File: src/rtl/pbth_pkg.sv
// ----------------------------------------------------------------------------
// pbth_pkg
// Shared constants, types and helper functions of the per-bunch trigger
// histogram.
// ----------------------------------------------------------------------------
package pbth_pkg;

	localparam int NUM_BUNCHES = 3564;
	localparam int COUNT_BITS  = 32;

	localparam int BUNCH_AW = (NUM_BUNCHES > 1) ? $clog2(NUM_BUNCHES) : 1;
	localparam int IDX_W    = $clog2(NUM_BUNCHES + 1);

	localparam int SEL_W    = 7;
	localparam int WFR_W    = 10;
	localparam int OPF_W    = 9;
	localparam int CFG_W    = 10;
	localparam int CFG_IDXW = 2;
	localparam int WORB_W   = 18;
	localparam int SUM_W    = 48;
	localparam int ORB_W    = 32;
	localparam int RD_W     = 32;

	// Register indexes of the configuration port.
	localparam logic [CFG_IDXW-1:0] REG_SEL_A = 2'd0;
	localparam logic [CFG_IDXW-1:0] REG_SEL_B = 2'd1;
	localparam logic [CFG_IDXW-1:0] REG_WFR   = 2'd2;
	localparam logic [CFG_IDXW-1:0] REG_OPF   = 2'd3;

	// Operation codes of an input beat.
	localparam logic [2:0] OP_RECORD = 3'd0;
	localparam logic [2:0] OP_EOF    = 3'd1;
	localparam logic [2:0] OP_FILL   = 3'd2;
	localparam logic [2:0] OP_READ   = 3'd3;
	localparam logic [2:0] OP_FLUSH  = 3'd4;

	localparam logic KIND_SUMMARY = 1'b0;
	localparam logic KIND_READOUT = 1'b1;

	typedef enum logic [2:0] {
		CMD_NOP, CMD_COUNT, CMD_DROP, CMD_EOF, CMD_FILL, CMD_READ, CMD_FLUSH
	} cmd_t;

	typedef enum logic [2:0] {
		ST_CLEAR, ST_IDLE, ST_INC, ST_READ, ST_WALK, ST_EMIT
	} state_t;

	typedef struct packed {
		cmd_t              cmd;
		logic [11:0]       bunch;
		logic              in_range;
		logic              hit_a;
		logic              hit_b;
		logic              filled_flag;
		logic [ORB_W-1:0]  first;
	} item_t;

	typedef struct packed {
		logic [WFR_W-1:0] window_frames;
		logic [OPF_W-1:0] orbits_per_frame;
	} back_cfg_t;

	function automatic logic [COUNT_BITS-1:0] cnt_inc(input logic [COUNT_BITS-1:0] v);
		return (&v) ? v : v + 1'b1;
	endfunction

	function automatic logic [SUM_W-1:0] sum_inc(input logic [SUM_W-1:0] v);
		return (&v) ? v : v + 1'b1;
	endfunction

	function automatic logic [SUM_W-1:0] sum_add(input logic [SUM_W-1:0] a,
			input logic [COUNT_BITS-1:0] b);
		logic [SUM_W:0] s;
		s = {1'b0, a} + (SUM_W + 1)'(b);
		return s[SUM_W] ? '1 : s[SUM_W-1:0];
	endfunction

	function automatic logic [RD_W-1:0] clamp32(input logic [COUNT_BITS-1:0] v);
		logic [SUM_W-1:0] e;
		e = SUM_W'(v);
		return (e > SUM_W'(48'hFFFF_FFFF)) ? '1 : e[RD_W-1:0];
	endfunction

endpackage

File: src/rtl/pbth_queue.sv
// ----------------------------------------------------------------------------
// pbth_queue
// Two-entry queue of classified commands between the front and back ends.
// ----------------------------------------------------------------------------
module pbth_queue (
	input  logic            clk,
	input  logic            arst_n,
	input  logic            push,
	input  pbth_pkg::item_t push_item,
	output logic            ready,
	input  logic            pop,
	output logic            valid,
	output pbth_pkg::item_t head
);
	import pbth_pkg::*;

	item_t      slot_q [2];
	logic       rd_ptr_q, wr_ptr_q;
	logic [1:0] count_q;

	assign ready = (count_q != 2'd2);
	assign valid = (count_q != 2'd0);
	assign head  = slot_q[rd_ptr_q];

	always_ff @(posedge clk) begin
		if (push) begin
			slot_q[wr_ptr_q] <= push_item;
		end
	end

	always_ff @(posedge clk or negedge arst_n) begin
		if (!arst_n) begin
			rd_ptr_q <= 1'b0;
			wr_ptr_q <= 1'b0;
			count_q  <= 2'd0;
		end else begin
			if (push) begin
				wr_ptr_q <= ~wr_ptr_q;
			end
			if (pop) begin
				rd_ptr_q <= ~rd_ptr_q;
			end
			count_q <= count_q + 2'(push) - 2'(pop);
		end
	end

	a_no_overflow: assert property (@(posedge clk) disable iff (!arst_n)
		count_q != 2'd3) else $error("queue count out of range");
	a_no_underflow: assert property (@(posedge clk) disable iff (!arst_n)
		pop |-> count_q != 2'd0) else $error("queue popped while empty");
	a_push_full: assert property (@(posedge clk) disable iff (!arst_n)
		(count_q == 2'd2 && !pop) |=> count_q == 2'd2)
		else $error("queue lost an entry while full");
endmodule

File: config.mk
export PLATFORM = sky130hd
export DESIGN_NAME = pbth_queue
export DESIGN_NICKNAME = d
export VERILOG_FILES = /design/src/rtl/pbth_pkg.sv /design/src/rtl/pbth_queue.sv
export SDC_FILE = /design/constraint.sdc
export NUM_CORES = 1
export LEC_CHECK = 0
export CORE_ASPECT_RATIO = 0.6
export CORE_MARGIN = 3
export CORE_UTILIZATION = 56
export DETAILED_ROUTE_END_ITERATION = 6
export DONT_BUFFER_PORTS = 1
export PLACE_DENSITY = 0.83
export SKIP_CTS_REPAIR_TIMING = 1
export SLEW_MARGIN = 20
export SYNTH_ARGS = -nofsm -noshare
export SYNTH_HDL_FRONTEND = slang
export SYNTH_SLANG_ARGS = --single-unit
File: constraint.sdc
create_clock -name clk -period 3.1 [get_ports clk]
set_clock_uncertainty 0.1 [all_clocks]
set_input_delay 0.31 -clock clk [delete_from_list [all_inputs] [get_ports clk]]
set_output_delay 0.31 -clock clk [all_outputs]
set_load 0.02 [all_outputs]
After elaboration in Yosys (flattened, before gate mapping)
Memories as Yosys holds them, arrays and structs flattened.
Cells that the tools add are included.
{"block": "op_classes", "mux": 2, "reduce_logical": 1, "eq_ne": 1, "n_bitwise": 2, "addsub": 2}
{"op": "$add 2x1->2", "count": 1}
{"op": "$mux 1", "count": 2}
{"op": "$ne 2x2->1 const B", "count": 1}
{"op": "$not 1->1", "count": 2}
{"op": "$reduce_bool 2->1", "count": 1}
{"op": "$sub 2x1->2", "count": 1}
{"block": "word_totals", "mem_bits_rw": 102, "mem_count": 1, "reg_bits": 4}
{"name": "slot_q", "depth": 2, "word_bits": 51, "rd": 1, "rd_ports_with_merged_regs": 0, "write_ports": 1, "line": "pbth_queue.sv:17", "source": "item_t slot_q [2];"}

Depth between registers and ports, before layout
Gate-level depths: netlist (run 1).
{"block": "logic_depth", "depth_word": 2, "mapped_depth": 5, "ltp_nobuf": 5}

Worst setup path after synthesis (run 1)
OpenSTA, ideal clock, no wires.
{"block": "synth_path", "path_kind": "register to register", "from": "register wr_ptr_q", "to": "memory slot_q[0][0] in the netlist's numbering, enable pin", "required_ns": 2.534, "t_arrival_ns": 2.676, "setup_slack_ns": -0.142, "stages_incl_launch_ff": 2, "n_path_buf": 0, "synth_period_minus_slack_ns": 3.242, "path_cell_list": "dfrtp_1 > nor2b_1"}
{"element": "from (decl)", "line": "pbth_queue.sv:18", "source": "logic rd_ptr_q, wr_ptr_q;"}
{"element": "from (signal assigned)", "line": "pbth_queue.sv:38", "source": "wr_ptr_q <= ~wr_ptr_q;"}
{"element": "to (decl)", "line": "pbth_queue.sv:17"}
Straight into the memory's write port.

==> impl_metrics.json, run 1 <==
{
  "status": "finished clean",
  "dr.pass1.iters": 4,
  "vias_per_cell": 5.41,
  "startpoint_type": "flop",
  "cp-end-kind": "primary output",
  "r2r_cells": 2,
  "avgSynthCellArea_um2": 23.7,
  "syn-cell-area_um2": 4130,
  "clk_latency_ps": 330,
  "min_period_ps": 2340,
  "dieHeight_um": 72.5,
  "pwr-share-seq_pct": 45.2,
  "ant_nets": 0,
  "fin_nets": 294,
  "fmax_mhz": 427,
  "rsz0062_at_grt": "no",
  "crit_type": "flop to primary output",
  "setup_viol": 0,
  "synth_compound_area_share_pct": 0,
  "slew_headroom_pct": 55.0,
  "setup_tns_ps": 0,
  "preCtsSetupSlack_ps": 1100,
  "drv_cap": 0,
  "min_delay_path_depth": 1,
  "rows": 23,
  "clock_sinks": 106,
  "grt_pass1_vias": 1702,
  "p_sw_share_pct": 30.7,
  "dp_cells": 259,
  "drv_slew": 0,
  "worst_slew_pin_slew_ps": 675,
  "core-area_um2": 6910,
  "routabilityCongestion": 0.742,
  "pwr-share-clk_pct": 25.2,
  "synth_top_family_by_area": "multiplexers",
  "cp.arrival_ps": 1930,
  "power_switching_mw": 1.43,
  "io_pins": 108,
  "ys_seq_area_share_pct": 76.6,
  "grt_usage_pct": 15.9,
  "place_hpwl_um": 4330,
  "die_w_um": 117,
  "final_cells": 329,
  "yosys-mux-area-fraction_pct": 18.4,
  "worstHoldPathType": "input port to flop",
  "area_growth_pct": 21.7,
  "path_max_fanout": 33,
  "fillerInstances": 402,
  "intPower_mw": 3.24,
  "antenna_found_initial": 0,
  "hold_viol": 0,
  "reg2reg_slack_ps": 1260,
  "p_comb_share_pct": 29.7,
  "clock_path_buffers": 2,
  "yosysTopAreaCell": "edfxtp_1",
  "drc": 0,
  "drt_first_iter_violations": 85,
  "worst_slack_ps": 759,
  "dieArea_um2": 8480,
  "synth_cell_types": 14,
  "initial_core_util_pct": 59.8,
  "synth_cells": 174,
  "finalCoreUtilization_pct": 72.8,
  "synth_adder_area_share_pct": 0.606,
  "synth-simple-area-share_pct": 0.606,
  "peakVddDrop_mv": 0.423,
  "min_from": "push",
  "grt_pass1_wl_um": 9620,
  "required_ps": 2690,
  "layout-drive-gt1-share_pct": 30.2,
  "final-seq-area_um2": 3170,
  "numPortBuffers": 0,
  "avgRoutedWirePerCell_um": 21.2,
  "min_to": "count_q[0]",
  "wl_um": 6960,
  "synth-xor-area-share_pct": 0.999,
  "total_power_mw": 4.67,
  "ys_warn_count": 0,
  "grt_max_degree": 52,
  "p_leak_nw": 1.87,
  "numCtsBuffers": 9,
  "period_share_pct": 75.5,
  "diodes": 0,
  "worst_r2r_startpoint": "wr_ptr_q",
  "yosys-top-cells-area": "edfxtp_1 (74%), mux2_4 (18%), buf_12 (2.4%)",
  "vias": 1780,
  "grt_overflow": 0,
  "htree_levels": 3,
  "r2r_end": "slot_q[1][3]",
  "path_clk_slew_ps": 70,
  "syn_nets": 231,
  "synth_seq_cells": 106,
  "clock-root-buffer": "clkbuf_16",
  "power_density_nw_per_um2": 929,
  "multi_input_area_um2": 858,
  "cts_tree": "yes",
  "synth_top_area_share_pct": 74.1
}
-- placed cells by master (no fill, tap or decap) --
cell,Yosys,routed
edfxtp_1,102,102
dlygate4sd3_1,0,54
mux2_4,49,49
clkbuf_16,0,9
buf_4,0,4
dfrtp_1,4,3
inv_1,2,2
mux2_2,2,2
xor2_1,2,2
ha_1,2,2
inv_6,0,2
bufinv_16,0,2
xor3_1,1,1
and2_2,0,1
or2_2,1,1
nand2b_1,1,1
nor2b_4,0,1
clkbuf_1,0,1
clkinv_1,0,1
clkinvlp_4,0,1
dfrtp_4,0,1
-- sequential cells by signal, summed over array words and instances, names as in the netlist --
signal and cells:
wr_ptr_q 1, rd_ptr_q 1, slot_q 102, count_q 2
-- power groups by stage --
stage	combinational (mW)	sequential, mW	clock (mW)
final	1.39	2.11	1.17
after global routing	1.46	2.14	1.26
after CTS	1.34	2.11	1.20
after detailed placement	1.33	2.15	0
after global placement	1.29	2.11	0
after floorplan	1.40	2.00	0
-- cells in the mapped netlist (all sizes together) --
| master | count |
|---|---|
| or2 | 1 |
| buf | 6 |
| mux2 | 51 |
| edfxtp | 102 |
| xor2 | 2 |
| inv | 2 |
| ha | 2 |
| and2 | 1 |
| nor2b | 1 |
| xor3 | 1 |
| nand2b | 1 |
| dfrtp | 4 |
-- worst max path at each step --
| stage | depth (start not counted) | endpoint | slack, ps | startpoint |
|---|---|---|---|---|
| after detailed placement | 2 | head[14] | 1100 | rd_ptr_q |
| after floorplan | 1 | slot_q[0][0] | 840 | wr_ptr_q |
| final | 2 | head[13] | 760 | rd_ptr_q |
| after CTS | 2 | head[14] | 730 | rd_ptr_q |
| after global placement | 2 | head[16] | 1160 | rd_ptr_q |
| after global routing | 2 | head[12] | 680 | rd_ptr_q |
-- logic make-up after synthesis --
logic type / count (synthesis)
xor+xnor: 3
fa+ha+maj: 2
flops: 106
buf+inv: 8
mux: 51
simple gates: 4
-- stage by stage --
stage	hold slack (ps)	area, µm²
after detailed placement	-85.5	4170
after floorplan	-85.6	4130
after global placement	-85.5	4170
after CTS	-453	4490
final	20.8	5030
after global routing	19.9	5030
-- routing by layer --
layer	vias up	track usage [%]	part of all wire, %
li1	805	-	-
met1	892	16.5	38
met2	75	25.3	52
met3	8	11.3	9.4
met4	0	5.98	1.0
met5	-	0	0
-- cell type report --
cell class / instances / area share, %
inverters: 2 / 0.149
clock buffers: 10 / 4.55
well taps: 87 / 2.16
flip-flops and latches: 106 / 63.0
multi-input cells: 60 / 17.1
repair buffers: 58 / 11.3
clock inverters: 6 / 1.77
-- worst max-delay path, stage by stage (launching register included) --
cell     delay (ps)
dfrtp_4         810
buf_4           390
mux2_4          370
Power figures use the tool's default switching activity.
==> run 2: changes to the inputs <==
Settings changed: ABC_AREA set to 1, CORE_UTILIZATION 56 to 60, PLACE_DENSITY 0.83 to 0.85.
Clock period 3.1 ns to 2.4 ns, I/O delays scaled along.
==> run 2 against run 1 <==
Effect of this change: via count grew 28%; sequential power increased by 24%; critical path depth grew 2; utilization grew 5.4 points; synthesized cell count increased by 67%; global-route usage is 1.1 points higher; setup slack got worse by 580 ps; die area is 8.8% lower; wire length grew 5.4%; critical path type unchanged; largest cell class unchanged.
==> impl_metrics.json, run 2 <==
{
  "grtUsageMet1_pct": 19.1,
  "avgSynthCellArea_um2": 13.8,
  "synth_top_area_share_pct": 76.4,
  "clock_path_buffers": 2,
  "avgRoutedWirePerCell_um": 16.2,
  "ys_seq_area_share_pct": 78.9,
  "syn_nets": 348,
  "cpPeakStageDelay_ps": 610,
  "grt_max_degree": 43,
  "grt_pass1_vias": 2036,
  "hold_viol": 0,
  "setup_tns_ps": 0,
  "clock_sinks": 106,
  "io_pins": 108,
  "rsz0062_at_grt": "no",
  "die_w_um": 112,
  "cp-end-kind": "primary output",
  "preCtsSetupSlack_ps": 591,
  "fmax_mhz": 451,
  "worst_r2r_startpoint": "wr_ptr_q",
  "wl_um": 7340,
  "synth_commonest_cells": "edfxtp_1 (102), nand2_1 (59), inv_1 (58)",
  "dieHeight_um": 69.3,
  "reg.largest.list": "slot_q (102), count_q (2)",
  "worst_slack_ps": 183,
  "power_switching_mw": 2.09,
  "setup_viol": 0,
  "power_density_nw_per_um2": 1120,
  "synth-edff-count": 102,
  "status": "finished clean",
  "cp.buffers_inverters": 2,
  "crit_family": "flip-flops",
  "slowest_stage": "dfrtp_2",
  "core-area_um2": 6300,
  "postPlaceCellArea_um2": 4190,
  "required_ps": 2060,
  "largest_reg_flops": 102,
  "r2r_end": "slot_q[1][27]",
  "pwr-share-clk_pct": 19.9,
  "final_common_cell": "edfxtp_1",
  "yosys-top-cells-area": "edfxtp_1 (76%), o21ai_0 (5.9%), nand2_1 (5.5%)",
  "drv_slew": 0,
  "ys_warn_count": 0,
  "r2r_cells": 3,
  "slew_headroom_pct": 49.4,
  "busiest_layer": "met2",
  "crit_chain": "buf_4, buf_4, nand2_1, o21ai_0",
  "grt_usage_pct": 17.0,
  "dr.pass1.iters": 5,
  "final_cell_mix": "edfxtp_1 (102), nand2_1 (59), inv_1 (57)",
  "crit_type": "flop to primary output",
  "ys.flop_type": "edfxtp_1",
  "yosysTopAreaCell": "edfxtp_1",
  "final_area_um2": 4930,
  "rows": 22,
  "peakVddDrop_mv": 0.911,
  "vias": 2284,
  "p_leak_nw": 1.97,
  "grt_util_met3_pct": 11.9,
  "drv_cap": 0,
  "dieArea_um2": 7740,
  "routabilityCongestion": 0.733,
  "finalCoreUtilization_pct": 78.2,
  "drt_first_iter_violations": 116,
  "grtUsageMet2_pct": 25.8,
  "pwr-share-seq_pct": 47.3,
  "startpoint_type": "flop",
  "reg2reg_slack_ps": 830,
  "worst_slew_pin_slew_ps": 750,
  "htree_levels": 3,
  "path_clk_slew_ps": 100,
  "final-seq-area_um2": 3160,
  "initial_core_util_pct": 63.6,
  "total_power_mw": 5.51,
  "antenna_found_initial": 0,
  "worstHoldPathType": "input port to asynchronous set/reset pin",
  "fin_nets": 422,
  "yosysMostFrequentCell": "edfxtp_1",
  "vias_per_cell": 5.03,
  "area_growth_pct": 23.0,
  "numPortBuffers": 0,
  "p_sw_share_pct": 37.9,
  "syn-cell-area_um2": 4010,
  "clk_latency_ps": 350,
  "path_max_fanout": 42,
  "async_reset_ff_share_pct": 3.77,
  "drc": 0,
  "fillerInstances": 358,
  "place_hpwl_um": 4470,
  "synth_cells": 291,
  "grt_pass1_wl_um": 9980,
  "min_period_ps": 2220,
  "multi_input_area_um2": 536,
  "grt_overflow": 0,
  "layout-drive-gt1-share_pct": 10.5,
  "largest_register": "slot_q",
  "clock-root-buffer": "clkbuf_8",
  "intPower_mw": 3.42,
  "synth_seq_cells": 106,
  "numCtsBuffers": 9,
  "p_comb_share_pct": 32.8,
  "diodes": 0,
  "critical_path.most_common_cell": "buf_4",
  "synth_cell_types": 13,
  "crit_start": "rd_ptr_q",
  "ant_nets": 0,
  "cts_tree": "yes",
  "period_share_pct": 92.4,
  "cp.arrival_ps": 1880
}
## run 2: cell count changes in the layout (fill, tap and decap cells not counted), sizes merged, moves of 16 or more
cell   before  now
nand2       0   59
inv         4   62
mux2       51    0
o21ai       0   51
buf         4   20
## run 2: area by class of cell
cell class	instances	area share [%]
Clock inverter	7	1.67
Tap cell	84	2.13
Sequential cell	106	64.2
Inverter	58	4.41
Multi-Input combinational cell	116	10.9
Clock buffer	9	2.51
Timing Repair Buffer	74	14.3
## run 2: cells by family (layout without fill, tap and decap cells)
family | Yosys count | after routing | share of synthesized area, %
xor+xnor | 2 | 2 | 0.437
flops | 106 | 106 | 78.9
simple gates | 61 | 61 | 5.74
buf+inv | 69 | 148 | 7.99
compound gates | 51 | 51 | 6.36
fa+ha+maj | 2 | 2 | 0.624
## run 2: per-stage QoR
step,hold slack [ps],cells
6_report,69.9,454
3_5_place_dp,-155,384
2_1_floorplan,-156,291
5_1_grt,54.4,454
4_1_cts,-558,400
3_3_place_gp,-155,384
## run 2: worst reg2reg max path, cell delays in order, from the launching register on
cell	delay, ps
dfrtp_1	440
nand2_1	90
inv_2	380
buf_4	280
## run 2: power groups by stage
stage,Clock (mW),Sequential (mW),Combinational [mW]
5_1_grt,1.19,2.64,1.98
6_report,1.10,2.61,1.81
2_1_floorplan,0,2.58,1.43
3_3_place_gp,0,2.62,1.68
4_1_cts,1.13,2.60,1.73
3_5_place_dp,0,2.64,1.72
## run 2: worst max-delay path by stage
stage          slack (ps)  cells after the start            to
3_5_place_dp          590                      4      head[23]
5_1_grt                50                      4      head[23]
2_1_floorplan         130                      1  slot_q[0][0]
6_report              180                      4      head[23]
3_3_place_gp          630                      4      head[23]
4_1_cts               190                      4      head[23]
## run 2: layer usage
| layer | wire length (µm) | vias up |
|---|---|---|
| met2 | 3560 | 104 |
| met1 | 2930 | 1046 |
| met4 | 119 | 0 |
| met3 | 733 | 14 |
| met5 | 0 | - |
| li1 | - | 1120 |
