### src/rtl/pbth_pkg.sv
// ----------------------------------------------------------------------------
// pbth_pkg
// Shared constants, types and helper functions of the per-bunch trigger
// histogram.
// ----------------------------------------------------------------------------
package pbth_pkg;

	localparam int NUM_BUNCHES = 3564;
	localparam int COUNT_BITS  = 32;

	localparam int BUNCH_AW = (NUM_BUNCHES > 1) ? $clog2(NUM_BUNCHES) : 1;
	localparam int IDX_W    = $clog2(NUM_BUNCHES + 1);

	localparam int SEL_W    = 7;
	localparam int WFR_W    = 10;
	localparam int OPF_W    = 9;
	localparam int CFG_W    = 10;
	localparam int CFG_IDXW = 2;
	localparam int WORB_W   = 18;
	localparam int SUM_W    = 48;
	localparam int ORB_W    = 32;
	localparam int RD_W     = 32;

	// Register indexes of the configuration port.
	localparam logic [CFG_IDXW-1:0] REG_SEL_A = 2'd0;
	localparam logic [CFG_IDXW-1:0] REG_SEL_B = 2'd1;
	localparam logic [CFG_IDXW-1:0] REG_WFR   = 2'd2;
	localparam logic [CFG_IDXW-1:0] REG_OPF   = 2'd3;

	// Operation codes of an input beat.
	localparam logic [2:0] OP_RECORD = 3'd0;
	localparam logic [2:0] OP_EOF    = 3'd1;
	localparam logic [2:0] OP_FILL   = 3'd2;
	localparam logic [2:0] OP_READ   = 3'd3;
	localparam logic [2:0] OP_FLUSH  = 3'd4;

	localparam logic KIND_SUMMARY = 1'b0;
	localparam logic KIND_READOUT = 1'b1;

	typedef enum logic [2:0] {
		CMD_NOP, CMD_COUNT, CMD_DROP, CMD_EOF, CMD_FILL, CMD_READ, CMD_FLUSH
	} cmd_t;

	typedef enum logic [2:0] {
		ST_CLEAR, ST_IDLE, ST_INC, ST_READ, ST_WALK, ST_EMIT
	} state_t;

	typedef struct packed {
		cmd_t              cmd;
		logic [11:0]       bunch;
		logic              in_range;
		logic              hit_a;
		logic              hit_b;
		logic              filled_flag;
		logic [ORB_W-1:0]  first;
	} item_t;

	typedef struct packed {
		logic [WFR_W-1:0] window_frames;
		logic [OPF_W-1:0] orbits_per_frame;
	} back_cfg_t;

	function automatic logic [COUNT_BITS-1:0] cnt_inc(input logic [COUNT_BITS-1:0] v);
		return (&v) ? v : v + 1'b1;
	endfunction

	function automatic logic [SUM_W-1:0] sum_inc(input logic [SUM_W-1:0] v);
		return (&v) ? v : v + 1'b1;
	endfunction

	function automatic logic [SUM_W-1:0] sum_add(input logic [SUM_W-1:0] a,
			input logic [COUNT_BITS-1:0] b);
		logic [SUM_W:0] s;
		s = {1'b0, a} + (SUM_W + 1)'(b);
		return s[SUM_W] ? '1 : s[SUM_W-1:0];
	endfunction

	function automatic logic [RD_W-1:0] clamp32(input logic [COUNT_BITS-1:0] v);
		logic [SUM_W-1:0] e;
		e = SUM_W'(v);
		return (e > SUM_W'(48'hFFFF_FFFF)) ? '1 : e[RD_W-1:0];
	endfunction

endpackage

### src/rtl/pbth_in_if.sv
// ----------------------------------------------------------------------------
// pbth_in_if
// Input channel: valid/ready handshake with one trigger item per beat.
// ----------------------------------------------------------------------------
interface pbth_in_if;
	logic        valid;
	logic        ready;
	logic [2:0]  op;
	logic [31:0] record_orbit;
	logic [11:0] bunch;
	logic [63:0] trigger_mask;
	logic [31:0] frame_first_orbit;
	logic        filled_flag;

	modport source (output valid, op, record_orbit, bunch, trigger_mask,
		frame_first_orbit, filled_flag, input ready);
	modport sink (input valid, op, record_orbit, bunch, trigger_mask,
		frame_first_orbit, filled_flag, output ready);
endinterface

### src/rtl/pbth_front.sv
// ----------------------------------------------------------------------------
// pbth_front
// Holds the configuration registers, accepts input beats and classifies them
// into commands for the back end.
// ----------------------------------------------------------------------------
module pbth_front (
	input  logic                              clk,
	input  logic                              arst_n,
	pbth_in_if.sink                           in_ch,
	input  logic                              cfg_we,
	input  logic [pbth_pkg::CFG_IDXW-1:0]     cfg_index,
	input  logic [pbth_pkg::CFG_W-1:0]        cfg_data,
	input  logic                              q_ready,
	output logic                              q_push,
	output pbth_pkg::item_t                   q_item,
	output pbth_pkg::back_cfg_t               back_cfg
);
	import pbth_pkg::*;

	logic [SEL_W-1:0] sel_a_q, sel_b_q;
	logic [WFR_W-1:0] wfr_q;
	logic [OPF_W-1:0] opf_q;
	logic [ORB_W:0]   upper;
	logic             in_frame;
	logic [SEL_W-1:0] sel_a_m1, sel_b_m1;

	always_ff @(posedge clk or negedge arst_n) begin
		if (!arst_n) begin
			sel_a_q <= SEL_W'(1);
			sel_b_q <= SEL_W'(2);
			wfr_q   <= WFR_W'(100);
			opf_q   <= OPF_W'(32);
		end else if (cfg_we) begin
			unique case (cfg_index)
				REG_SEL_A: sel_a_q <= cfg_data[SEL_W-1:0];
				REG_SEL_B: sel_b_q <= cfg_data[SEL_W-1:0];
				REG_WFR:   wfr_q   <= cfg_data[WFR_W-1:0];
				REG_OPF:   opf_q   <= cfg_data[OPF_W-1:0];
			endcase
		end
	end

	assign back_cfg.window_frames    = wfr_q;
	assign back_cfg.orbits_per_frame = opf_q;

	assign in_ch.ready = q_ready;
	assign q_push      = in_ch.valid && q_ready;

	// The upper bound is formed one bit wider so that it never wraps.
	assign upper    = {1'b0, in_ch.frame_first_orbit} + (ORB_W + 1)'(opf_q);
	assign in_frame = (in_ch.record_orbit >= in_ch.frame_first_orbit) &&
		({1'b0, in_ch.record_orbit} < upper);
	assign sel_a_m1 = sel_a_q - 1'b1;
	assign sel_b_m1 = sel_b_q - 1'b1;

	always_comb begin
		q_item.bunch       = in_ch.bunch;
		q_item.in_range    = (13'(in_ch.bunch) < 13'(NUM_BUNCHES));
		q_item.hit_a       = (sel_a_q != '0) && (sel_a_q <= SEL_W'(64)) &&
			in_ch.trigger_mask[sel_a_m1[5:0]];
		q_item.hit_b       = (sel_b_q != '0) && (sel_b_q <= SEL_W'(64)) &&
			in_ch.trigger_mask[sel_b_m1[5:0]];
		q_item.filled_flag = in_ch.filled_flag;
		q_item.first       = in_ch.frame_first_orbit;
		unique case (in_ch.op)
			OP_RECORD: q_item.cmd = in_frame ? CMD_COUNT : CMD_DROP;
			OP_EOF:    q_item.cmd = CMD_EOF;
			OP_FILL:   q_item.cmd = CMD_FILL;
			OP_READ:   q_item.cmd = CMD_READ;
			OP_FLUSH:  q_item.cmd = CMD_FLUSH;
			default:   q_item.cmd = CMD_NOP;
		endcase
	end
endmodule

### src/flat_wrapper.sv
// flat-port wrapper written by rule: the top's interface ports become plain ports
module pbth_front_flat import pbth_pkg::*;
  (clk, arst_n, cfg_we, cfg_index, cfg_data, q_ready, q_push, q_item, back_cfg, in_ch_valid, in_ch_op, in_ch_record_orbit, in_ch_bunch, in_ch_trigger_mask, in_ch_frame_first_orbit, in_ch_filled_flag, in_ch_ready);
  pbth_in_if in_ch_i ();
  input  logic clk;
  input  logic arst_n;
  input  logic cfg_we;
  input  logic [pbth_pkg::CFG_IDXW-1:0] cfg_index;
  input  logic [pbth_pkg::CFG_W-1:0] cfg_data;
  input  logic q_ready;
  output logic q_push;
  output pbth_pkg::item_t q_item;
  output pbth_pkg::back_cfg_t back_cfg;
  input wire logic [$bits(in_ch_i.valid)-1:0] in_ch_valid;
  input wire logic [$bits(in_ch_i.op)-1:0] in_ch_op;
  input wire logic [$bits(in_ch_i.record_orbit)-1:0] in_ch_record_orbit;
  input wire logic [$bits(in_ch_i.bunch)-1:0] in_ch_bunch;
  input wire logic [$bits(in_ch_i.trigger_mask)-1:0] in_ch_trigger_mask;
  input wire logic [$bits(in_ch_i.frame_first_orbit)-1:0] in_ch_frame_first_orbit;
  input wire logic [$bits(in_ch_i.filled_flag)-1:0] in_ch_filled_flag;
  output wire logic [$bits(in_ch_i.ready)-1:0] in_ch_ready;
  assign in_ch_i.valid = in_ch_valid;
  assign in_ch_i.op = in_ch_op;
  assign in_ch_i.record_orbit = in_ch_record_orbit;
  assign in_ch_i.bunch = in_ch_bunch;
  assign in_ch_i.trigger_mask = in_ch_trigger_mask;
  assign in_ch_i.frame_first_orbit = in_ch_frame_first_orbit;
  assign in_ch_i.filled_flag = in_ch_filled_flag;
  assign in_ch_ready = in_ch_i.ready;
  pbth_front u_core (.clk(clk), .arst_n(arst_n), .in_ch(in_ch_i), .cfg_we(cfg_we), .cfg_index(cfg_index), .cfg_data(cfg_data), .q_ready(q_ready), .q_push(q_push), .q_item(q_item), .back_cfg(back_cfg));
endmodule
### config.mk
export PLATFORM = sky130hd
export DESIGN_NAME = pbth_front_flat
export DESIGN_NICKNAME = d
export VERILOG_FILES = /design/src/rtl/pbth_pkg.sv /design/src/rtl/pbth_in_if.sv /design/src/rtl/pbth_front.sv /design/src/flat_wrapper.sv
export SDC_FILE = /design/constraint.sdc
export NUM_CORES = 1
export LEC_CHECK = 0
export BUFFER_PORTS_ARGS = -buffer_cell sky130_fd_sc_hd__buf_2
export CORE_MARGIN = 2
export CORE_UTILIZATION = 49
export DETAILED_ROUTE_END_ITERATION = 7
export PLACE_DENSITY = 0.83
export SYNTH_ARGS = -nofsm -noshare
export SYNTH_HDL_FRONTEND = slang
export SYNTH_SLANG_ARGS = --single-unit
### constraint.sdc
create_clock -name clk -period 8.2 [get_ports clk]
set_clock_uncertainty 0.1 [all_clocks]
set_input_delay 1.64 -clock clk [delete_from_list [all_inputs] [get_ports clk]]
set_output_delay 1.64 -clock clk [all_outputs]
set_load 0.01 [all_outputs]
**Word level (Yosys, flattened, before mapping)**

Cells that the tools add are included.

- Register bits: 33
- Output and inout port bits: 72

- $add $sub $neg: 3
- Order comparisons: 7
- Equal/unequal tests: 7
- Mux-type cells: 6
- Reductions and logical operators: 14

Operators by type and width:

| operator | count |
|---|---|
| $add A32 B9 Y33 | 1 |
| $lt A32 B33 Y1 | 1 |
| $ge A32 B32 Y1 | 1 |
| $pmux W3 S5 | 1 |
| $le A7 B7 Y1 const B | 2 |
| $lt A6 B7 Y1 const B | 2 |
| $reduce_bool A7 Y1 | 2 |
| $bmux W1 S6 | 2 |
| $lt A12 B12 Y1 const B | 1 |
| $sub A6 B1 Y6 const B | 2 |
| $reduce_and A2 Y1 | 4 |
| $eq A3 B2 Y1 const B | 2 |
| $logic_and A1 B1 Y1 | 6 |
| $eq A2 B2 Y1 const B | 2 |
| $eq A3 B1 Y1 const B | 1 |
| $eq A3 B3 Y1 const B | 1 |
| $logic_not A3 Y1 | 1 |
| $eq A2 B1 Y1 const B | 1 |
| $logic_not A2 Y1 | 1 |
| $mux W1 | 2 |
| $mux W2 | 1 |

**Logic depth before layout (Yosys ltp)**

Gate-level depths: netlist (run 1).

- Depth after elaboration: 5
- Mapped depth: 20

**Worst setup path after synthesis (run 1)**

Ideal clock, no wire load.

- Path kind: in2out
- From: in in_ch_frame_first_orbit[0]
- To: out q_item[48] (netlist bit)
- Arrival: 5333 ps
- Path slack: 1127 ps
- Stages: 19
- Buffers on the path: 0
- Cell sequence: ha_1 -> fa_1 -> a211o_1 -> o211ai_1 -> a21oi_1 -> or2_1 -> a21oi_1 -> nor3_1 -> nand3_1 -> xnor2_1 -> ha_1 -> a21o_1 -> a21o_1 -> a221o_1 -> nor4_1 -> o31ai_1 -> a21oi_1 -> o21bai_1 -> o32ai_1

RTL lines:

| element | RTL line | source |
|---|---|---|
| start: declaration | flat_wrapper.sv:19 | `input wire logic [$bits(in_ch_i.frame_first_orbit)-1:0] in_ch_frame_first_orbit;` |
| end: declaration | flat_wrapper.sv:12 | `output pbth_pkg::item_t q_item;` |

==> reports/results.ini, run 1 <==
[outcome]
status=complete, no violations

[setup_path]
cp-startpoint=in_ch_frame_first_orbit[0]
rrSetupSlack_ns=6.66
regToRegEndpoint=u_core.sel_b_q[0]
worstSetupStartpointType=primary input
cp-endpoint=q_item[48]
critPathCaptureType=primary output
cp_max_fo=5
reg2reg_from=u_core.sel_b_q[0]
critPathKind=primary input to primary output
reg2reg_depth=1
critPathRequiredTime_ns=6.46
worstPathArrival_ns=5.96

[global_route]
grt_pass1_wl_mm=22.5
antenna_found_initial=0
grt_pass1_vias=4837
grt_max_degree=34
overflow=0
gr-usage-all-layers=0.247

[logic_synthesis]
avgSynthCellArea_um2=10.2
synth_ff_type=dfrtp_1
yosysTopAreaCell=ha_1
ys_seq_area_frac=0.164
synth.top_cell.area_share=0.183
synth_nets=734
synth-seq-cells=33
ys_warn_count=0
synth-edff-count=0
async_reset_ff_frac=1.00
synth_area_mm2=0.00507
yosysUniqueCellTypes=53
synth.area.top_cells=ha_1, mux4_2, dfrtp_1, mux2_2, buf_4
syn_inst=498

[placement]
gp_congestion=0.884
dp_hpwl_mm=12.0
portBuffers=226
place_area_mm2=0.00597

[routing]
route.detailed.drc=0
ant_nets=0
avgViaCountPerCell=5.69
via_count=4624
wl_per_cell_um=17.1
drt_iter0_markers=249
finalWirelength_mm=13.9
firstDrtPassIters=4

[sta]
slew_violations=0
max_freq_mhz=130
rsz0062_at_grt=false
setup_viol=0
tightest_slew_ns=1.14
hold_viol_final=0
period_share=0.939
setup_tns_ns=0
relSlewSlack=0.240
period_needed_ns=7.70

[layout]
design_area_mm2=0.00609
syn_to_final_growth_pct=20.2
antenna-diode-count=0
drive_gt1_frac=0.467
final_nets=912

[floorplan]
fp.dieH_um=106
rows=37
io_pins=233
dieWidth_um=106
initial_core_util=0.497
dieArea_mm2=0.0112
coreArea_mm2=0.0102

[cts]
h-tree-depth=2
clk_pin_slew_ns=0.06
cts_root_buf=clkbuf_8
insertion_delay_ns=0.28
postCtsSetupRepairBufs=0
cts_tree=yes
cts_buffer_depth=2
cts_made_buffers=5
clkSinkCount=33

[power_and_ir_drop]
p_sw_w=0.000369
seqPwrFrac=0.252
share_comb_of_total_power=0.587
power.internal_w=0.000602
p_total_w=0.000971
clkPwrFrac=0.162
ir_drop_mv=0.151
leakagePower_nw=3.05
p_per_area_mw_per_mm2=159
power_switching_share=0.380

[hold_path]
hp-class=flop to flop

[job]
drv_cap=0

-- layer usage --
metal	vias up	global-route usage	wire length [µm]
met2	190	0.450	7220
met1	2221	0.305	5710
met4	0	0.0479	111
met5	-	0	0
li1	2196	-	-
met3	17	0.0451	877
-- power by group through the flow --
stage	clock, W	combinational [W]	sequential, W
final	0.000157	0.000570	0.000245
after global placement	0	0.000541	0.000245
after CTS	0.000160	0.000568	0.000245
after floorplan	0	0.000420	0.000231
after detailed placement	0	0.000564	0.000248
after global routing	0.000168	0.000628	0.000251
-- kinds of logic after synthesis --
kind of cell | synth area share
multiplexers | 0.262
AND/OR/NAND/NOR | 0.106
XOR/XNOR | 0.0620
flip-flops | 0.164
buffers and inverters | 0.109
AO/OA/AOI/OAI | 0.110
adder cells (fa/ha/maj) | 0.187
-- per-stage QoR --
| step | cells | util | hold WS (ns) | setup WS, ns |
|---|---|---|---|---|
| floorplan | 498 | - | 0.404 | 1.13 |
| global placement | 805 | 0.586 | 0.383 | 0.425 |
| detailed placement | 805 | 0.586 | 0.391 | 0.329 |
| CTS | 813 | 0.598 | 0.405 | 0.300 |
| global route | 813 | 0.598 | 0.430 | 0.163 |
| finish | 813 | 0.598 | 0.399 | 0.503 |
-- layout make-up --
class,count,area (µm²)
sequential,33,833
tap,136,170
clock buffer,7,86.3
inverter,41,154
fill,899,4090
clock inverter,1,30.0
timing repair buffer,226,1130
multi-input combinational,369,3690
-- cells in the mapped netlist (2+ instances only) --
| master | count |
|---|---|
| o31ai_1 | 2 |
| nand2b_1 | 5 |
| buf_6 | 2 |
| o21ai_0 | 9 |
| o31a_1 | 3 |
| xnor2_1 | 28 |
| mux2i_1 | 4 |
| a31o_1 | 2 |
| a21o_1 | 22 |
| buf_2 | 2 |
| nand2_1 | 16 |
| o211ai_1 | 2 |
| inv_1 | 40 |
| nor2b_1 | 3 |
| nand3_1 | 9 |
| mux4_2 | 36 |
| a221oi_1 | 2 |
| mux2_2 | 33 |
| xor2_1 | 6 |
| clkbuf_1 | 5 |
| nor2_1 | 24 |
| ha_1 | 74 |
| a21oi_1 | 24 |
| dfstp_2 | 6 |
| o21a_1 | 3 |
| buf_4 | 46 |
| dfrtp_1 | 27 |
| mux4_1 | 4 |
| nor4_1 | 9 |
| nand4_1 | 17 |
| a211oi_1 | 5 |
| nand3b_1 | 2 |
| nor3_1 | 4 |
| a211o_1 | 2 |
| nor3b_2 | 2 |
-- cells in the final DEF, fill, tap and decap left out, drive strengths merged, types with 3 or more instances in the layout --
cell type	instances
mux4	40
nand2b	5
nor2b	3
nand4	17
ha	74
o21a	3
o31a	3
nor3	6
nand2	16
xnor2	29
dfrtp	27
nand3	9
a21oi	24
a21o	22
nor4	9
xor2	6
buf	226
nor3b	3
dfstp	6
nor2	24
a211oi	5
clkbuf	7
mux2	33
inv	41
mux2i	4
o21ai	10
-- critical path, cell delays in order --
cell	delay, ns
buf_2	0.12
ha_1	0.22
fa_1	0.44
a211o_1	0.28
o211ai_1	0.15
a21oi_1	0.11
or2_1	0.25
a21oi_2	0.25
nor3_1	0.16
nand3_1	0.13
xnor2_1	0.13
ha_1	0.26
a21o_1	0.16
a21o_1	0.17
a221o_1	0.29
nor4_1	0.24
o31ai_1	0.14
a21oi_1	0.19
o21bai_1	0.10
o32ai_1	0.32
buf_2	0.19
-- how the worst min path moves through the flow --
| stage | endpoint | cells after the start | startpoint |
|---|---|---|---|
| 2_1_floorplan | u_core.sel_b_q[6] | 1 | u_core.sel_b_q[6] |
| 3_3_place_gp | u_core.wfr_q[8] | 1 | u_core.wfr_q[8] |
| 3_5_place_dp | u_core.wfr_q[8] | 1 | u_core.wfr_q[8] |
| 4_1_cts | u_core.wfr_q[8] | 1 | u_core.wfr_q[8] |
| 5_1_grt | u_core.wfr_q[3] | 1 | u_core.wfr_q[3] |
| 6_report | u_core.wfr_q[8] | 1 | u_core.wfr_q[8] |
-- registers in the layout (all words and copies together) (netlist names) --
register	flops
u_core.opf_q	9
u_core.sel_a_q	7
u_core.sel_b_q	7
u_core.wfr_q	10
-- repair_timing --
action                                  CTS  global route
endpoints found under the setup margin    0             1
hold buffers                              0             0
hold endpoints to repair                  0             0
resized for setup                         0             1
(Power assumes the default switching activity.)
==> run 2, diff against run 1 <==
Settings changed: REMOVE_ABC_BUFFERS set to 1.
==> run 2 against run 1 <==
  * Sequential power about the same
  * Maximum frequency decreased by 1.4%
  * Register-to-register slack improved by 0.02 ns
  * Worst setup slack got worse by 0.11 ns
  * First-iteration DRC count rose by 14%
  * Worst hold slack gained 0.0045 ns
  * Final cell count did not move
==> reports/results.ini, run 2 (synthesis gave the netlist of run 1 again) <==
[floorplan]
dieWidth_um=106  ; unchanged
dieArea_mm2=0.0112  ; unchanged
coreArea_mm2=0.0102  ; unchanged
fp.dieH_um=106  ; unchanged
io_pins=233  ; unchanged
initial_core_util=0.497  ; unchanged
rows=37  ; unchanged

[global_route]
grt_pass1_wl_mm=21.2  ; was 22.5 mm
gr-usage-all-layers=0.230  ; was 0.247
overflow=0  ; unchanged
grt_pass1_vias=4710  ; was 4,837
grt_max_degree=34  ; unchanged
antenna_found_initial=0  ; unchanged

[cts]
cts_resized=0  ; unchanged
cts_buffer_depth=2  ; unchanged
clk_pin_slew_ns=0.07  ; was 0.06 ns
insertion_delay_ns=0.29  ; was 0.28 ns
cts_hold_buf=0  ; unchanged
h-tree-depth=2  ; unchanged
cts_made_buffers=5  ; unchanged
cts_tree=yes  ; unchanged
postCtsSetupRepairBufs=0  ; unchanged
cts_root_buf=clkbuf_8  ; unchanged
clkSinkCount=33  ; unchanged

[placement]
portBuffers=226  ; unchanged
gp_congestion=0.905  ; was 0.884
dp_slack_ns=0.455  ; was 0.329 ns
place_area_mm2=0.00597  ; unchanged
dp_hpwl_mm=11.3  ; was 12.0 mm

[sta]
setup_tns_ns=0  ; unchanged
tightest_slew_ns=1.21  ; was 1.14 ns
relSlewSlack=0.194  ; was 0.240
setup_viol=0  ; unchanged
max_freq_mhz=128  ; was 130 MHz
hold_viol_final=0  ; unchanged
post-route-worst-setup-slack_ns=0.394  ; was 0.503 ns
period_share=0.952  ; was 0.939
rsz0062_at_grt=false  ; unchanged
period_needed_ns=7.81  ; was 7.70 ns
slew_violations=0  ; unchanged

[routing]
route.detailed.drc=0  ; unchanged
drt_iter0_markers=283  ; was 249
avgViaCountPerCell=5.66  ; was 5.69
wl_per_cell_um=16.2  ; was 17.1 µm
ant_nets=0  ; unchanged
via_count=4602  ; was 4,624
firstDrtPassIters=4  ; unchanged
finalWirelength_mm=13.1  ; was 13.9 mm

[layout]
largest_reg_flops=10  ; unchanged
final_nets=912  ; unchanged
syn_to_final_growth_pct=20.1  ; was 20.2%
design_area_mm2=0.00609  ; about the same
final_common_cell=buf_2  ; unchanged
drive_gt1_frac=0.467  ; unchanged
fin_util=0.598  ; about the same
antenna-diode-count=0  ; unchanged
n_fill_cell=842  ; was 899
most-common-layout-cells=buf_2, ha_1, inv_1  ; unchanged
reg.largest.list=u_core.wfr_q (10), u_core.opf_q (9)  ; unchanged
largest_register=u_core.wfr_q  ; unchanged

[setup_path]
critPathCaptureType=primary output  ; unchanged
cp_max_fo=5  ; unchanged
critPathKind=primary input to primary output  ; unchanged
path_cells=buf_2, ha_1, fa_1, a211o_1, o211ai_1, a21oi_1, or2_1, a21oi_1, nor3_1, nand3_1, xnor2_1, ha_1, a21o_1, a21o_1, a221o_1, nor4_1, o31ai_1, a21oi_1, o21bai_1, o32ai_1, buf_2  ; was buf_2, ha_1, fa_1, a211o_1, o211ai_1, a21oi_1, or2_1, a21oi_2, nor3_1, nand3_1, xnor2_1, ha_1, a21o_1, a21o_1, a221o_1, nor4_1, o31ai_1, a21oi_1, o21bai_1, o32ai_1, buf_2
crit_cells=21  ; unchanged
path_common_cell=a21oi_1
max_stage_delay_ns=0.44  ; about the same
critPathRequiredTime_ns=6.46  ; about the same
rrSetupSlack_ns=6.68  ; was 6.66 ns
worstPathArrival_ns=6.07  ; was 5.96 ns
slowest_stage=fa_1  ; unchanged
reg2reg_depth=1  ; unchanged
worstSetupStartpointType=primary input  ; unchanged
cpLargestDelayFamily=compound AO/OA/AOI/OAI gates  ; unchanged
worst-path-buf-inv=2  ; unchanged

[hold_path]
hold-path-cell-count=1  ; unchanged
hp-class=flop to flop  ; unchanged

[power_and_ir_drop]
p_per_area_mw_per_mm2=159  ; about the same
leakagePower_nw=3.05  ; about the same
ir_drop_mv=0.145  ; was 0.151 mV

[job]
drv_cap=0  ; unchanged

[outcome]
status=complete, no violations  ; unchanged

-- run 2: changes by cell type in the layout (fill, tap and decap cells not counted) --
cell        delta
clkbuf_8       -1
clkbuf_1       -1
clkinv_4       +1
a21oi_1        +1
a21oi_2        -1
clkinvlp_4     +1
-- run 2: area by class of cell --
type                       count  area [µm²]  share of cell area
clock inverter                 3        46.3             0.00761
clock buffer                   5        68.8              0.0113
tap                          136         170              0.0280
timing repair buffer         226        1130               0.186
multi-input combinational    369        3680               0.605
sequential                    33         833               0.137
inverter                      41         154              0.0253
-- run 2: worst paths after layout --
path | start | end
max | in_ch_frame_first_orbit[0] | q_item[48]
min | u_core.wfr_q[9] | u_core.wfr_q[9]
max reg2reg | u_core.sel_b_q[0] | u_core.sel_b_q[0]
min reg2reg | u_core.wfr_q[9] | u_core.wfr_q[9]
max in group asynchronous | arst_n | u_core.sel_b_q[5]
min in group asynchronous | arst_n | u_core.wfr_q[0]
-- run 2: stage by stage --
| stage | instances | hold WS, ns | power (W) |
|---|---|---|---|
| after global placement | 805 | 0.387 | 0.000783 |
| after CTS | 813 | 0.407 | 0.000967 |
| after global routing | 813 | 0.431 | 0.00104 |
| after detailed placement | 805 | 0.389 | 0.000810 |
| after floorplan | 443 | 0.404 | 0.000621 |
| final | 813 | 0.404 | 0.000966 |
-- run 2: metal layers --
layer,vias up,track usage,routed length [µm]
li1,2201,-,-
met1,2186,0.274,5250
met2,190,0.429,6880
met3,25,0.0340,808
met4,0,0.0620,197
met5,-,0,0
-- run 2: report_power, final --
part           internal (W)  leakage (nW)  switching, W  total (W)
sequential         0.000198         0.383     0.0000461   0.000244
combinational      0.000304          2.61      0.000263   0.000568
clock             0.0000909        0.0543     0.0000637   0.000155
==> run 3, diff against run 2 <==
Settings changed: BUFFER_PORTS_ARGS -buffer_cell sky130_fd_sc_hd__buf_2 to -buffer_cell sky130_fd_sc_hd__buf_4.
==> run 3 against run 2 <==
  * Sequential power about the same
  * Worst setup slack improved by 0.11 ns
  * Global-route usage increased by 1.8 points
  * Non-clock buffer count unchanged
  * Final cell count unchanged
  * Largest power group unchanged
  * Sequential share of layout area decreased by 1.2 points
  * Flip-flop and latch count unchanged
  * Maximum frequency increased by 1.5%
  * Worst hold slack improved by 0.010 ns
  * Clock power increased by 3%
==> reports/results.ini, run 3 (synthesis gave the netlist of run 1 again) <==
[outcome]
status=complete, no violations  ; unchanged

[layout]
largest_register=u_core.wfr_q  ; unchanged
reg.largest.list=u_core.wfr_q (10), u_core.opf_q (9)  ; unchanged
final_common_cell=buf_4  ; was buf_2
most-common-layout-cells=buf_4, ha_1, inv_1  ; was buf_2, ha_1, inv_1
antenna-diode-count=0  ; unchanged
largest_reg_flops=10  ; unchanged
drive_gt1_frac=0.468  ; was 0.467
final_nets=912  ; unchanged
layout.cells.non_filler=813  ; unchanged
syn_to_final_growth_pct=31.5  ; was 20.1%
n_fill_cell=802  ; was 842

[global_route]
grt_max_degree=34  ; unchanged
antenna_found_initial=0  ; unchanged
grt_pass1_wl_mm=22.9  ; was 21.2 mm
grt_pass1_vias=4922  ; was 4,710
overflow=0  ; unchanged
gr-usage-all-layers=0.248  ; was 0.230

[cts]
insertion_delay_ns=0.29  ; about the same
clkSinkCount=33  ; unchanged
cts_buffer_depth=2  ; unchanged
cts_hold_buf=0  ; unchanged
clk_pin_slew_ns=0.07  ; about the same
cts_made_buffers=5  ; unchanged
cts_resized=0  ; unchanged
cts_tree=yes  ; unchanged
cts_root_buf=clkbuf_8  ; unchanged
postCtsSetupRepairBufs=0  ; unchanged
h-tree-depth=2  ; unchanged

[floorplan]
dieArea_mm2=0.0112  ; unchanged
fp.dieH_um=106  ; unchanged
dieWidth_um=106  ; unchanged
io_pins=233  ; unchanged
coreArea_mm2=0.0102  ; unchanged
initial_core_util=0.497  ; unchanged
rows=37  ; unchanged

[power_and_ir_drop]
clkPwrFrac=0.158  ; was 0.160
power_switching_share=0.367  ; was 0.386
p_sw_w=0.000372  ; was 0.000373 W
seqPwrFrac=0.242  ; was 0.252
ir_drop_mv=0.143  ; was 0.145 mV
p_per_area_mw_per_mm2=152  ; was 159 mW/mm²
p_total_w=0.00101  ; was 0.000966 W
power.internal_w=0.000642  ; was 0.000593 W
leakagePower_nw=3.25  ; was 3.05 nW
share_comb_of_total_power=0.600  ; was 0.588

[sta]
slew_violations=0  ; unchanged
tightest_slew_ns=1.13  ; was 1.21 ns
max_freq_mhz=130  ; was 128 MHz
period_share=0.938  ; was 0.952
setup_tns_ns=0  ; unchanged
hold_viol_final=0  ; unchanged
setup_viol=0  ; unchanged
rsz0062_at_grt=false  ; unchanged
relSlewSlack=0.243  ; was 0.194
period_needed_ns=7.69  ; was 7.81 ns

[setup_path]
critPathKind=primary input to primary output  ; unchanged
critPathRequiredTime_ns=6.46  ; about the same
worstSetupStartpointType=primary input  ; unchanged
critPathCaptureType=primary output  ; unchanged
worstPathArrival_ns=5.95  ; was 6.07 ns
cp_max_fo=5  ; unchanged

[routing]
drt_iter0_markers=252  ; was 283
wl_per_cell_um=17.1  ; was 16.2 µm
avgViaCountPerCell=5.74  ; was 5.66
via_count=4667  ; was 4,602
route.detailed.drc=0  ; unchanged
firstDrtPassIters=4  ; unchanged
finalWirelength_mm=13.9  ; was 13.1 mm
ant_nets=0  ; unchanged

[hold_path]
hp-class=flop to flop  ; unchanged

[placement]
dp_hpwl_mm=12.0  ; was 11.3 mm
gp_congestion=0.962  ; was 0.905
dpl.cell_count=805  ; unchanged
portBuffers=226  ; unchanged

[job]
drv_cap=0  ; unchanged

## run 3: cell types whose count changed in the layout (fill, tap and decap cells not counted)
cell,change
a21oi_1,-1
a21oi_2,+1
buf_2,-226
buf_4,+226
clkbuf_8,+1
clkinv_4,-1
## run 3: cell type report
type                    count  area (µm²)  area share
clock buffers               6        82.6      0.0124
flip-flops and latches     33         833       0.125
clock inverters             2        37.5     0.00564
multi-input cells         369        3690       0.553
repair buffers            226        1700       0.255
well taps                 136         170      0.0255
inverters                  41         154      0.0231
## run 3: final timing paths
check	startpoint	to	slack [ns]	cells past startpoint
max	in_ch_frame_first_orbit[0]	q_item[48]	0.51	21
min	u_core.wfr_q[7]	u_core.wfr_q[7]	0.41	1
max reg2reg	u_core.sel_b_q[0]	u_core.sel_b_q[0]	6.66	1
min reg2reg	u_core.wfr_q[7]	u_core.wfr_q[7]	0.41	1
max in group asynchronous	arst_n	u_core.wfr_q[6]	6.49	1
min in group asynchronous	arst_n	u_core.opf_q[1]	1.18	1
## run 3: worst max-delay path, cell delays in order
cell	delay [ns]
buf_4	0.12
ha_1	0.22
fa_1	0.43
a211o_1	0.30
o211ai_1	0.16
a21oi_1	0.11
or2_1	0.25
a21oi_2	0.27
nor3_1	0.18
nand3_1	0.13
xnor2_1	0.12
ha_1	0.26
a21o_1	0.16
a21o_1	0.17
a221o_1	0.28
nor4_1	0.29
o31ai_1	0.14
a21oi_1	0.16
o21bai_1	0.10
o32ai_1	0.28
buf_4	0.17
## run 3: metal layers
metal / vias up / global-route usage / part of all wire
li1: 2202 / - / -
met1: 2263 / 0.293 / 0.39
met2: 175 / 0.462 / 0.53
met3: 27 / 0.0433 / 0.064
met4: 0 / 0.0611 / 0.020
met5: - / 0 / 0
## run 3: power by group through the flow
stage          sequential, W  combinational, W  clock (W)
2_1_floorplan       0.000245          0.000376          0
3_3_place_gp        0.000246          0.000581          0
3_5_place_dp        0.000248          0.000605          0
4_1_cts             0.000246          0.000608   0.000162
5_1_grt             0.000253          0.000663   0.000170
6_report            0.000245          0.000609   0.000160
## run 3: per-stage QoR
| step | cell area [µm²] | hold WS [ns] | utilization | worst slack (ns) |
|---|---|---|---|---|
| finish | 6660 | 0.414 | 0.654 | 0.507 |
| global route | 6660 | 0.435 | 0.654 | 0.177 |
| global placement | 6540 | 0.391 | 0.642 | 0.570 |
| floorplan | 4670 | 0.404 | - | 1.13 |
| detailed placement | 6540 | 0.401 | 0.642 | 0.397 |
| CTS | 6660 | 0.418 | 0.654 | 0.364 |
